File: config.mk
export PLATFORM = sky130hd
export DESIGN_NAME = best_fit_block_allocator_flat
export DESIGN_NICKNAME = d
export VERILOG_FILES = /design/src/hw/rtl/bfba_pkg.sv /design/src/hw/rtl/bfba_if.sv /design/src/hw/rtl/bfba_table.sv /design/src/hw/rtl/best_fit_block_allocator.sv /design/src/flat_wrapper.sv
export SDC_FILE = /design/constraint.sdc
export NUM_CORES = 1
export LEC_CHECK = 0
export BUFFER_PORTS_ARGS = -buffer_cell sky130_fd_sc_hd__buf_2
export CAP_MARGIN = 20
export CORE_ASPECT_RATIO = 1.1
export CORE_UTILIZATION = 56
export DETAILED_ROUTE_END_ITERATION = 16
export PLACE_DENSITY = 0.75
export SYNTH_ARGS = -nofsm -noshare
export SYNTH_HDL_FRONTEND = slang
export SYNTH_SLANG_ARGS = --single-unit
File: constraint.sdc
create_clock -name clk -period 6.9 [get_ports clk]
set_clock_uncertainty 0.2 [all_clocks]
set_input_delay 0.69 -clock clk [delete_from_list [all_inputs] [get_ports clk]]
set_output_delay 0.69 -clock clk [all_outputs]
set_load 0.05 [all_outputs]
File: src/hw/rtl/bfba_pkg.sv
// Shared types and constants for the best-fit block allocator.
// Used by the channel interfaces, the block table and the top level.
// No dependencies.
package bfba_pkg;

	localparam int MAX_BLOCKS = 64;
	localparam int IDX_W      = $clog2(MAX_BLOCKS);
	localparam int CNT_W      = $clog2(MAX_BLOCKS + 1);
	localparam int SIZE_W     = 16;
	localparam int BCOUNT_W   = 7;

	localparam logic [BCOUNT_W-1:0] BLOCK_COUNT_RESET = BCOUNT_W'(MAX_BLOCKS);

	typedef enum logic [0:0] {
		CMD_LOAD  = 1'b0,
		CMD_ALLOC = 1'b1
	} cmd_t;

	typedef enum logic [2:0] {
		ST_IDLE,
		ST_SCAN,
		ST_DRAIN,
		ST_WRITE,
		ST_FINISH
	} state_t;

	typedef struct packed {
		logic              en;
		logic [IDX_W-1:0]  addr;
		logic [SIZE_W-1:0] data;
	} tbl_wr_t;

	typedef struct packed {
		logic             en;
		logic [IDX_W-1:0] addr;
	} tbl_rd_t;

endpackage

File: src/hw/rtl/bfba_if.sv
// Valid/ready channel interfaces of the best-fit block allocator:
// command input, result output and the block count write channel.
// Depends on bfba_pkg.
interface bfba_req_if import bfba_pkg::*; ();
	logic              valid;
	logic              ready;
	logic              command;
	logic [IDX_W-1:0]  block_index;
	logic [SIZE_W-1:0] size;

	modport source (output valid, command, block_index, size, input ready);
	modport sink (input valid, command, block_index, size, output ready);
endinterface

interface bfba_rsp_if import bfba_pkg::*; ();
	logic              valid;
	logic              ready;
	logic              granted;
	logic [IDX_W-1:0]  block_number;
	logic [SIZE_W-1:0] block_size_before;
	logic [SIZE_W-1:0] leftover;

	modport source (output valid, granted, block_number, block_size_before, leftover,
		input ready);
	modport sink (input valid, granted, block_number, block_size_before, leftover,
		output ready);
endinterface

interface bfba_cfg_if import bfba_pkg::*; ();
	logic                valid;
	logic                ready;
	logic [BCOUNT_W-1:0] block_count;

	modport source (output valid, block_count, input ready);
	modport sink (input valid, block_count, output ready);
endinterface

File: src/hw/rtl/bfba_table.sv
// Table of remaining block sizes: one write port, one read port,
// read data registered. Depends on bfba_pkg.
module bfba_table import bfba_pkg::*; (
	input  logic              clk,
	input  tbl_wr_t           wr,
	input  tbl_rd_t           rd,
	output logic [SIZE_W-1:0] rd_data
);

	logic [SIZE_W-1:0] mem [MAX_BLOCKS];

	always_ff @(posedge clk) begin
		if (wr.en) begin
			mem[wr.addr] <= wr.data;
		end
		if (rd.en) begin
			rd_data <= mem[rd.addr];
		end
	end

endmodule

File: src/hw/rtl/best_fit_block_allocator.sv
// Channel  | Dir | Payload                                              | Transaction
// req      | in  | command, block_index, size                           | valid & ready
// rsp      | out | granted, block_number, block_size_before, leftover   | valid & ready
// cfg      | in  | block_count                                          | valid & ready
//
// A load writes the table and goes to ST_FINISH. An allocation runs ST_SCAN, ST_DRAIN,
// ST_WRITE, ST_FINISH; the scan reads one table entry per cycle through the single
// read port of bfba_table. A block count of zero skips ST_SCAN and ST_DRAIN.
// One command is processed at a time; req.ready is high only while idle.
// The result register frees the engine unless a previous result is still unaccepted.
// Reset clears control state only; table entries are undefined until loaded.
module best_fit_block_allocator import bfba_pkg::*; (
	input  logic       clk,
	input  logic       arst_n,
	bfba_req_if.sink   req,
	bfba_rsp_if.source rsp,
	bfba_cfg_if.sink   cfg
);

	state_t              state_q, state_d;
	logic [BCOUNT_W-1:0] block_count_q;
	logic [CNT_W-1:0]    limit;
	logic [CNT_W-1:0]    scan_idx_q;
	logic                scan_last;
	logic                req_fire;
	logic                rsp_load;

	logic [SIZE_W-1:0]   req_sz_q;
	logic                cmp_valid_s1;
	logic [IDX_W-1:0]    cmp_idx_s1;
	logic                found_q;
	logic [IDX_W-1:0]    best_idx_q;
	logic [SIZE_W-1:0]   best_before_q;
	logic [SIZE_W-1:0]   best_left_q;
	logic                fits;
	logic [SIZE_W-1:0]   left;
	logic                take;

	logic                rsp_valid_q;
	logic                granted_q;
	logic [IDX_W-1:0]    block_number_q;
	logic [SIZE_W-1:0]   before_q;
	logic [SIZE_W-1:0]   leftover_q;

	tbl_wr_t             tbl_wr;
	tbl_rd_t             tbl_rd;
	logic [SIZE_W-1:0]   tbl_rd_data;

	bfba_table u_table (
		.clk     (clk),
		.wr      (tbl_wr),
		.rd      (tbl_rd),
		.rd_data (tbl_rd_data)
	);

	assign cfg.ready = 1'b1;

	always_ff @(posedge clk or negedge arst_n) begin
		if (!arst_n) begin
			block_count_q <= BLOCK_COUNT_RESET;
		end else if (cfg.valid) begin
			block_count_q <= cfg.block_count;
		end
	end

	// Counts above the table depth scan the whole table.
	assign limit = (block_count_q > BCOUNT_W'(MAX_BLOCKS)) ? CNT_W'(MAX_BLOCKS)
		: CNT_W'(block_count_q);
	assign scan_last = (CNT_W'(scan_idx_q + CNT_W'(1)) == limit);
	assign req_fire  = req.valid && req.ready;
	assign rsp_load  = (state_q == ST_FINISH) && (!rsp_valid_q || rsp.ready);

	always_ff @(posedge clk or negedge arst_n) begin
		if (!arst_n) begin
			state_q <= ST_IDLE;
		end else begin
			state_q <= state_d;
		end
	end

	always_comb begin
		state_d     = state_q;
		req.ready   = 1'b0;
		tbl_rd.en   = 1'b0;
		tbl_rd.addr = scan_idx_q[IDX_W-1:0];
		tbl_wr.en   = 1'b0;
		tbl_wr.addr = req.block_index;
		tbl_wr.data = req.size;
		case (state_q)
			ST_IDLE: begin
				req.ready = 1'b1;
				if (req.valid) begin
					if (req.command == CMD_LOAD) begin
						tbl_wr.en = 1'b1;
						state_d   = ST_FINISH;
					end else if (limit == '0) begin
						state_d = ST_WRITE;
					end else begin
						state_d = ST_SCAN;
					end
				end
			end
			ST_SCAN: begin
				tbl_rd.en = 1'b1;
				if (scan_last) begin
					state_d = ST_DRAIN;
				end
			end
			ST_DRAIN: begin
				state_d = ST_WRITE;
			end
			ST_WRITE: begin
				tbl_wr.en   = found_q;
				tbl_wr.addr = best_idx_q;
				tbl_wr.data = best_left_q;
				state_d     = ST_FINISH;
			end
			ST_FINISH: begin
				if (rsp_load) begin
					state_d = ST_IDLE;
				end
			end
			default: begin
				state_d = ST_IDLE;
			end
		endcase
	end

	assign fits = (tbl_rd_data >= req_sz_q);
	assign left = tbl_rd_data - req_sz_q;
	// Less-or-equal lets the later block win a tie.
	assign take = cmp_valid_s1 && fits && (!found_q || (left <= best_left_q));

	always_ff @(posedge clk or negedge arst_n) begin
		if (!arst_n) begin
			scan_idx_q   <= '0;
			cmp_valid_s1 <= 1'b0;
			found_q      <= 1'b0;
		end else begin
			cmp_valid_s1 <= (state_q == ST_SCAN);
			if (req_fire) begin
				scan_idx_q <= '0;
				found_q    <= 1'b0;
			end else begin
				if (state_q == ST_SCAN) begin
					scan_idx_q <= CNT_W'(scan_idx_q + CNT_W'(1));
				end
				if (take) begin
					found_q <= 1'b1;
				end
			end
		end
	end

	always_ff @(posedge clk) begin
		if (req_fire) begin
			req_sz_q <= req.size;
		end
		if (state_q == ST_SCAN) begin
			cmp_idx_s1 <= scan_idx_q[IDX_W-1:0];
		end
		if (take) begin
			best_idx_q    <= cmp_idx_s1;
			best_before_q <= tbl_rd_data;
			best_left_q   <= left;
		end
	end

	always_ff @(posedge clk or negedge arst_n) begin
		if (!arst_n) begin
			rsp_valid_q <= 1'b0;
		end else if (rsp_load) begin
			rsp_valid_q <= 1'b1;
		end else if (rsp.ready) begin
			rsp_valid_q <= 1'b0;
		end
	end

	always_ff @(posedge clk) begin
		if (rsp_load) begin
			granted_q      <= found_q;
			block_number_q <= found_q ? best_idx_q : '0;
			before_q       <= found_q ? best_before_q : '0;
			leftover_q     <= found_q ? best_left_q : '0;
		end
	end

	assign rsp.valid             = rsp_valid_q;
	assign rsp.granted           = granted_q;
	assign rsp.block_number      = block_number_q;
	assign rsp.block_size_before = before_q;
	assign rsp.leftover          = leftover_q;

`ifndef SYNTHESIS
	a_no_write_in_scan: assert property (@(posedge clk) disable iff (!arst_n)
		(state_q == ST_SCAN || state_q == ST_DRAIN) |-> !tbl_wr.en)
		else $error("table written while a scan is in progress");

	a_scan_in_range: assert property (@(posedge clk) disable iff (!arst_n)
		(state_q == ST_SCAN) |-> (scan_idx_q < limit))
		else $error("scan index beyond the block count");

	a_grant_consistent: assert property (@(posedge clk) disable iff (!arst_n)
		(state_q == ST_WRITE && found_q) |->
		(SIZE_W'(best_before_q - best_left_q) == req_sz_q))
		else $error("granted block does not match the request size");

	a_result_from_finish: assert property (@(posedge clk) disable iff (!arst_n)
		$rose(rsp_valid_q) |-> ($past(state_q) == ST_FINISH))
		else $error("result loaded outside the finish state");
`endif

endmodule

File: src/flat_wrapper.sv
// flat-port wrapper written by rule: the top's interface ports become plain ports
module best_fit_block_allocator_flat import bfba_pkg::*;
  (clk, arst_n, req_valid, req_command, req_block_index, req_size, req_ready, rsp_valid, rsp_granted, rsp_block_number, rsp_block_size_before, rsp_leftover, rsp_ready, cfg_valid, cfg_block_count, cfg_ready);
  bfba_req_if req_i ();
  bfba_rsp_if rsp_i ();
  bfba_cfg_if cfg_i ();
  input  logic clk;
  input  logic arst_n;
  input wire logic [$bits(req_i.valid)-1:0] req_valid;
  input wire logic [$bits(req_i.command)-1:0] req_command;
  input wire logic [$bits(req_i.block_index)-1:0] req_block_index;
  input wire logic [$bits(req_i.size)-1:0] req_size;
  output wire logic [$bits(req_i.ready)-1:0] req_ready;
  output wire logic [$bits(rsp_i.valid)-1:0] rsp_valid;
  output wire logic [$bits(rsp_i.granted)-1:0] rsp_granted;
  output wire logic [$bits(rsp_i.block_number)-1:0] rsp_block_number;
  output wire logic [$bits(rsp_i.block_size_before)-1:0] rsp_block_size_before;
  output wire logic [$bits(rsp_i.leftover)-1:0] rsp_leftover;
  input wire logic [$bits(rsp_i.ready)-1:0] rsp_ready;
  input wire logic [$bits(cfg_i.valid)-1:0] cfg_valid;
  input wire logic [$bits(cfg_i.block_count)-1:0] cfg_block_count;
  output wire logic [$bits(cfg_i.ready)-1:0] cfg_ready;
  assign req_i.valid = req_valid;
  assign req_i.command = req_command;
  assign req_i.block_index = req_block_index;
  assign req_i.size = req_size;
  assign req_ready = req_i.ready;
  assign rsp_valid = rsp_i.valid;
  assign rsp_granted = rsp_i.granted;
  assign rsp_block_number = rsp_i.block_number;
  assign rsp_block_size_before = rsp_i.block_size_before;
  assign rsp_leftover = rsp_i.leftover;
  assign rsp_i.ready = rsp_ready;
  assign cfg_i.valid = cfg_valid;
  assign cfg_i.block_count = cfg_block_count;
  assign cfg_ready = cfg_i.ready;
  best_fit_block_allocator u_core (.clk(clk), .arst_n(arst_n), .req(req_i), .rsp(rsp_i), .cfg(cfg_i));
endmodule
; ---- Word level (Yosys, flattened, before mapping)
; Memories as Yosys holds them, arrays and structs flattened. A register that Yosys moved wholly into a read port is not among the register bits.
; Cells that the tools add are included.
[totals]
ff_bits = 119
latch_bits = 0
ram_bits = 1024
mem_bits_ro = 0
output_inout_bits = 42
elab_cells = 64
n_memories = 1
[memory_table]
columns = memory, depth, width, read_ports, rd_ports_with_merged_regs, wr, line
row1 = u_core.u_table.mem, 64, 16, 1, 1, 1, bfba_table.sv:10  ; logic [SIZE_W-1:0] mem [MAX_BLOCKS];
[classes]
addsub = 2
mul = 0
div_mod_pow = 0
n_lt_le_gt_ge = 3
eq_ne = 8
shifts = 0
muxes = 21
bitwise = 0
reduce_logical = 14
[ops]
columns = cell, count
row1 = 2-to-1 mux 22 bit, 1
row2 = 2-to-1 mux 7 bit, 3
row3 = >= comparator 16 bit, 1
row4 = less-or-equal comparator 16 bit, 1
row5 = subtractor 16 bit, 1
row6 = case mux 3 bit (5 select lines), 1
row7 = 2-to-1 mux 3 bit, 4
row8 = 2-to-1 mux 1 bit, 10
row9 = adder 7 x 1 -> 7 bit (second input constant), 1
row10 = == test 7 bit, 1
row11 = greater-than comparator 7 bit (second input constant), 1
row12 = logical NOT 7 bit, 1
row13 = == test 3 x 2 -> 1 bit (second input constant), 2
row14 = nonzero test 2 bit, 3
row15 = logical AND 1 bit, 4
row16 = != test 2 x 1 -> 1 bit (second input constant), 2
row17 = == test 3 x 1 -> 1 bit (second input constant), 1
row18 = == test 3 bit (second input constant), 1
row19 = logical NOT 3 bit, 1
row20 = AND reduction 3 bit, 1
row21 = logical NOT 1 bit, 2
row22 = logical OR 1 bit, 2
row23 = 2-to-1 mux 2 bit, 1
row24 = != test 2 bit (second input constant), 1
row25 = case mux 1 bit (2 select lines), 1

; ---- Depth between registers and ports, before layout
[logic_depth]
ltp_word = 7
depth_mapped = 17
mapped_depth_nobuf = 17

; ---- By module
; From an unflattened synthesis, not the netlist that was laid out.
[unflattened]
hier_cells = 2308
area_unflattened_um2 = 46059.2
[modules_own_cells]
columns = module, n_inst, cells_each, area_each_um2
row1 = bfba_table, 1, 1829, 40202.3
row2 = best_fit_block_allocator, 1, 479, 5856.9

; ---- Least setup slack after synthesis
; Ideal clock, no wire load.
[synth_timing]
path_type = reg2reg
startpoint = reg u_core.u_table.rd_data[0] (read register of u_core.u_table.mem)
endpoint = reg u_core.best_before_q[0], enable pin
arrival_ps = 6140
required_ps = 6212
path_slack_ps = 72
path_stages_with_launch = 17
n_path_buf = 0
path_cell_list = edfxtp_1 -> inv_1 -> ha_1 -> inv_1 -> fa_1 -> a211oi_1 -> o21ai_0 -> a311o_1 -> a21o_1 -> a21oi_1 -> xnor2_1 -> ha_1 -> and3_1 -> nand4_1 -> o41ai_1 -> a31oi_1 -> nor3b_1
[synth_between]
elab_chain_len = 4
word_cells_on_any_way = 6
classes_between = 1 x add/sub / 2 x order compare / 3 x reduce/logical
[synth_lines]
columns = element, line
row1 = from (decl), bfba_table.sv:7  ; output logic [SIZE_W-1:0] rd_data
row2 = subtractor 16 bit, best_fit_block_allocator.sv:130  ; assign left = tbl_rd_data - req_sz_q;
row3 = net u_core.left[12], best_fit_block_allocator.sv:36  ; logic [SIZE_W-1:0] left;
row4 = less-or-equal comparator 16 bit, best_fit_block_allocator.sv:132  ; assign take = cmp_valid_s1 && fits && (!found_q || (left <= best_left_q));
row5 = logical OR 1 bit, best_fit_block_allocator.sv:132
row6 = logical AND 1 bit, best_fit_block_allocator.sv:132
row7 = net u_core.take, best_fit_block_allocator.sv:37  ; logic take;
row8 = to (signal assigned), best_fit_block_allocator.sv:164  ; best_before_q <= tbl_rd_data;
row9 = to (decl), best_fit_block_allocator.sv:33  ; logic [SIZE_W-1:0] best_before_q;
; The timed path passes the listed nets, and every way through them passes these cells.
; A chain may end at the register's enable or synchronous reset.

; ---- Worst setup path in the final report
[layout_timing]
startpoint = reg u_core.u_table.rd_data[0] (read register of u_core.u_table.mem)
endpoint = reg u_core.best_before_q[12], enable pin
; Same word-level chain as after synthesis.

==> parameters.txt <==
Parameter                              Value

Setup path
  Worst Path Arrival ... 5.64 ns
  Critical path fanouts, max ... 30
  Setup slack of the worst register-to-register path ... 1.44 ns
  Source of the critical timing path ... u_core.u_table.rd_data[0]
  Critical Path RT ... 7.08 ns
  Worst r2r src ... u_core.u_table.rd_data[0]
  Startpoint Class ... flop
  Crit path kind ... reg -> reg
  Depth of the most critical reg-to-reg path ... 17
  Worst R2R End ... u_core.best_before_q[12]
  Sort of element at the end of the critical path ... flop

STA
  Finish-stage setup viols ... 0
  Setup tns final ... 0 ns
  Final count of hold timing violations ... 0
  Worst Tran Pin Value ... 1.07 ns
  Highest attainable clock frequency ... 0.183 GHz
  Fin. max-slew vios ... 0
  RSZ-0062 raised after global routing ... false
  Shortest period the worst path allows ... 5.46 ns
  Headroom to the max-slew limit ... 0.284
  Post-route clock period utilization ... 0.791

Drt
  Total DRC errors in the routed layout ... 0
  First-pass DRT Iterations ... 6
  Remaining number of nets flagged by the antenna check after routing ... 0
  Starting DRC count in detailed routing ... 3035
  Overall via count from detail_route ... 22900
  Wire per inst ... 30.0 um
  Via density ... 6.55
  Total wire length ... 105000 um

Pwr
  Net load switching power ... 5.59 mW
  IR Drop Worst-Case VDD ... 0.000243 V
  Leakage Power ... 16.2 nW
  Cell-internal power ... 13.5 mW
  Power per Cell Area ... 375 mW/mm^2
  Proportion of total power due to net switching ... 0.293
  Power, Total ... 19.1 mW
  Proportion of power drawn by flip-flops and latches ... 0.447
  Share of power burned in the clock network ... 0.303
  Part of the power in combinational logic ... 0.250

Final layout
  Total Nets Final ... 2421
  Number of fill cells in the layout ... 5011
  Commonest cells after routing, fill and taps aside ... sky130_fd_sc_hd__edfxtp_1 (1139), sky130_fd_sc_hd__mux4_2 (256), sky130_fd_sc_hd__clkbuf_16 (109), sky130_fd_sc_hd__nor2_1 (104), sky130_fd_sc_hd__buf_4 (86)
  Most common library cell in the layout ignoring fill and taps ... sky130_fd_sc_hd__edfxtp_1
  Share of layout cells above drive strength 1 ... 0.258
  Area grow syn2layout ... 12.6%

GRT
  Initial antenna violation count ... 7
  Global-route wire length before repair ... 154000 um
  Maximum number of pins on one net before global-route repair ... 116
  Global routing usage summed across all routing layers ... 0.263
  Via count of the first global-routing pass ... 22800
  Grt total ovfl ... 0

Clock tree
  Insertion delay of the later-clocked pin in the worst-skew pair ... 0.69 ns
  H-tree Lvls ... 3
  Cell at the root of the clock tree ... sky130_fd_sc_hd__clkbuf_16
  Post-cts sizing count ... 0
  Buffer depth of the longest clock path ... 3
  Buffer count from post-CTS setup fixing ... 0
  CTS Hold Bufs ... 3
  TritonCTS clock tree ... built
  Number of sinks handled by clock tree synthesis ... 1159
  CTS clk-pin slew, worst paths ... 0.06 ns
  CTS buffer count ... 107

Status
  Result of the run ... finished, final reports clean

Yosys
  Async S/R FF share, synth ... 0.0173
  Mean post-synth cell area ... 20.7 um^2
  Post-synthesis net count ... 2251
  Total of flip-flops plus latches after synthesis ... 1159
  Synth warn ... 0
  Sequential share of the synthesized area ... 0.768
  Number of enable-type register cells in the synthesized netlist ... 1139
  Number of cells produced by synthesis ... 2182
  Area of the mapped netlist ... 0.0452 mm^2
  Most used DFF post-synth ... sky130_fd_sc_hd__edfxtp_1
  Number of unique standard cell types used by synthesis ... 62

Floorplanning
  Die Height ... 300 um
  Count of pins on the block boundary ... 77
  Number of cell rows ... 108
  Die Outline Area ... 0.0818 mm^2
  Die width ... 273 um
  Core region area ... 0.0793 mm^2
  Initial core utilization ... 0.570

Worst hold path
  Worst Hold Depth ... 3
  End point of the worst hold path ... u_core.block_count_q[6]
  Hold WC Path Type ... in -> reg
  Hold path start ... cfg_block_count[6]

Placement
  Placer Congestion ... 0.895
  HPWL after detailed placement ... 61500 um
  Number of port buffers ... 75

Flow run
  Max capacitance violation total ... 0
## final cells by class
type / instances / area, um^2 / share of cell area
flip-flops and latches: 1159 / 34700 / 0.682
clock buffers: 138 / 2900 / 0.0569
clock inverters: 63 / 542 / 0.0106
diodes: 3 / 7.51 / 0.000148
repair buffers: 171 / 1200 / 0.0236
well taps: 1045 / 1310 / 0.0257
multi-input cells: 873 / 10100 / 0.198
inverters: 40 / 150 / 0.00295
## synth_stat cells, drive strengths merged, types with 13 or more instances
master / n / area, um^2
a22o: 26 / 228
nor2: 109 / 409
nand3: 13 / 77.6
buf: 54 / 265
inv: 40 / 150
a22oi: 60 / 450
a21oi: 37 / 185
a221oi: 43 / 377
clkbuf: 56 / 210
and2: 28 / 175
o21ai: 41 / 205
mux4: 256 / 5770
dfrtp: 19 / 475
mux2i: 17 / 170
nand2: 70 / 263
edfxtp: 1139 / 34200
o311ai: 13 / 114
ha: 33 / 413
## kinds of logic (layout without fill, tap and decap cells)
| group | count (synthesis) | count (layout) | share of synthesized area |
|---|---|---|---|
| compound gates | 268 | 268 | 0.0431 |
| xor+xnor | 20 | 20 | 0.00418 |
| fa+ha+maj | 34 | 34 | 0.00958 |
| buf+inv | 150 | 412 | 0.0138 |
| flops | 1159 | 1159 | 0.768 |
| mux | 284 | 284 | 0.134 |
| other cells | 1 | 4 | 0.0000830 |
| simple gates | 266 | 266 | 0.0270 |
## layer usage
metal | vias to the layer above | wire length (um) | GRT usage
met3 | 216 | 10500 | 0.0527
li1 | 9424 | - | -
met1 | 11900 | 40200 | 0.372
met4 | 8 | 4300 | 0.112
met5 | - | 49 | 0
met2 | 1353 | 49900 | 0.405
## sequential cells by signal, indices dropped and copies added (netlist names), 7 cells and up
register,cells
u_core.u_table.mem,1024
u_core.best_before_q,16
u_core.best_left_q,16
u_core.req_sz_q,16
u_core.rsp.block_size_before,16
u_core.rsp.leftover,16
u_core.u_table.rd_data,16
u_core.block_count_q,7
u_core.scan_idx_q,7
## power by group through the flow
| stage | Sequential [mW] | Clock [mW] | Combinational [mW] |
|---|---|---|---|
| 6_report | 8.52 | 5.78 | 4.77 |
| 3_5_place_dp | 8.67 | 0 | 4.71 |
| 5_1_grt | 8.55 | 6.09 | 5.08 |
| 4_1_cts | 8.53 | 5.83 | 4.74 |
| 2_1_floorplan | 8.59 | 0 | 3.35 |
| 3_3_place_gp | 8.66 | 0 | 4.63 |
## worst max path at each step
stage | endpoint | slack (ns) | depth (start not counted)
3_5_place_dp | u_core.best_before_q[6] | 1.61 | 17
3_3_place_gp | u_core.best_before_q[7] | 1.59 | 17
6_report | u_core.best_before_q[12] | 1.44 | 17
4_1_cts | u_core.best_before_q[1] | 1.58 | 17
5_1_grt | u_core.best_before_q[1] | 1.06 | 17
2_1_floorplan | u_core.best_before_q[0] | 0.07 | 16
## worst max-delay path: stages (launching register included)
cell and delay, ns:
sky130_fd_sc_hd__edfxtp_1 0.38, sky130_fd_sc_hd__inv_1 0.08, sky130_fd_sc_hd__ha_1 0.18, sky130_fd_sc_hd__inv_1 0.06
sky130_fd_sc_hd__fa_1 0.40, sky130_fd_sc_hd__a211oi_1 0.47, sky130_fd_sc_hd__o21ai_0 0.27, sky130_fd_sc_hd__a311o_1 0.40
sky130_fd_sc_hd__a21o_1 0.18, sky130_fd_sc_hd__a21oi_1 0.17, sky130_fd_sc_hd__xnor2_1 0.13, sky130_fd_sc_hd__ha_1 0.33
sky130_fd_sc_hd__and3_1 0.19, sky130_fd_sc_hd__nand4_1 0.16, sky130_fd_sc_hd__o41ai_1 0.41, sky130_fd_sc_hd__a31oi_1 0.11
sky130_fd_sc_hd__nor3b_2 0.72, sky130_fd_sc_hd__buf_12 0.30
## through the flow
stage                util  setup slack (ns)  cell area, um^2  hold WS (ns)  cells
finish              0.641              1.44            50900        0.0320   3492
global route        0.641              1.06            50900        0.0359   3489
CTS                 0.641              1.58            50800       0.00189   3488
detailed placement  0.597              1.61            47400         0.211   3284
global placement    0.597              1.59            47400         0.203   3284
floorplan               -            0.0717            45200         0.194   2182
(Power assumes the default switching activity.)
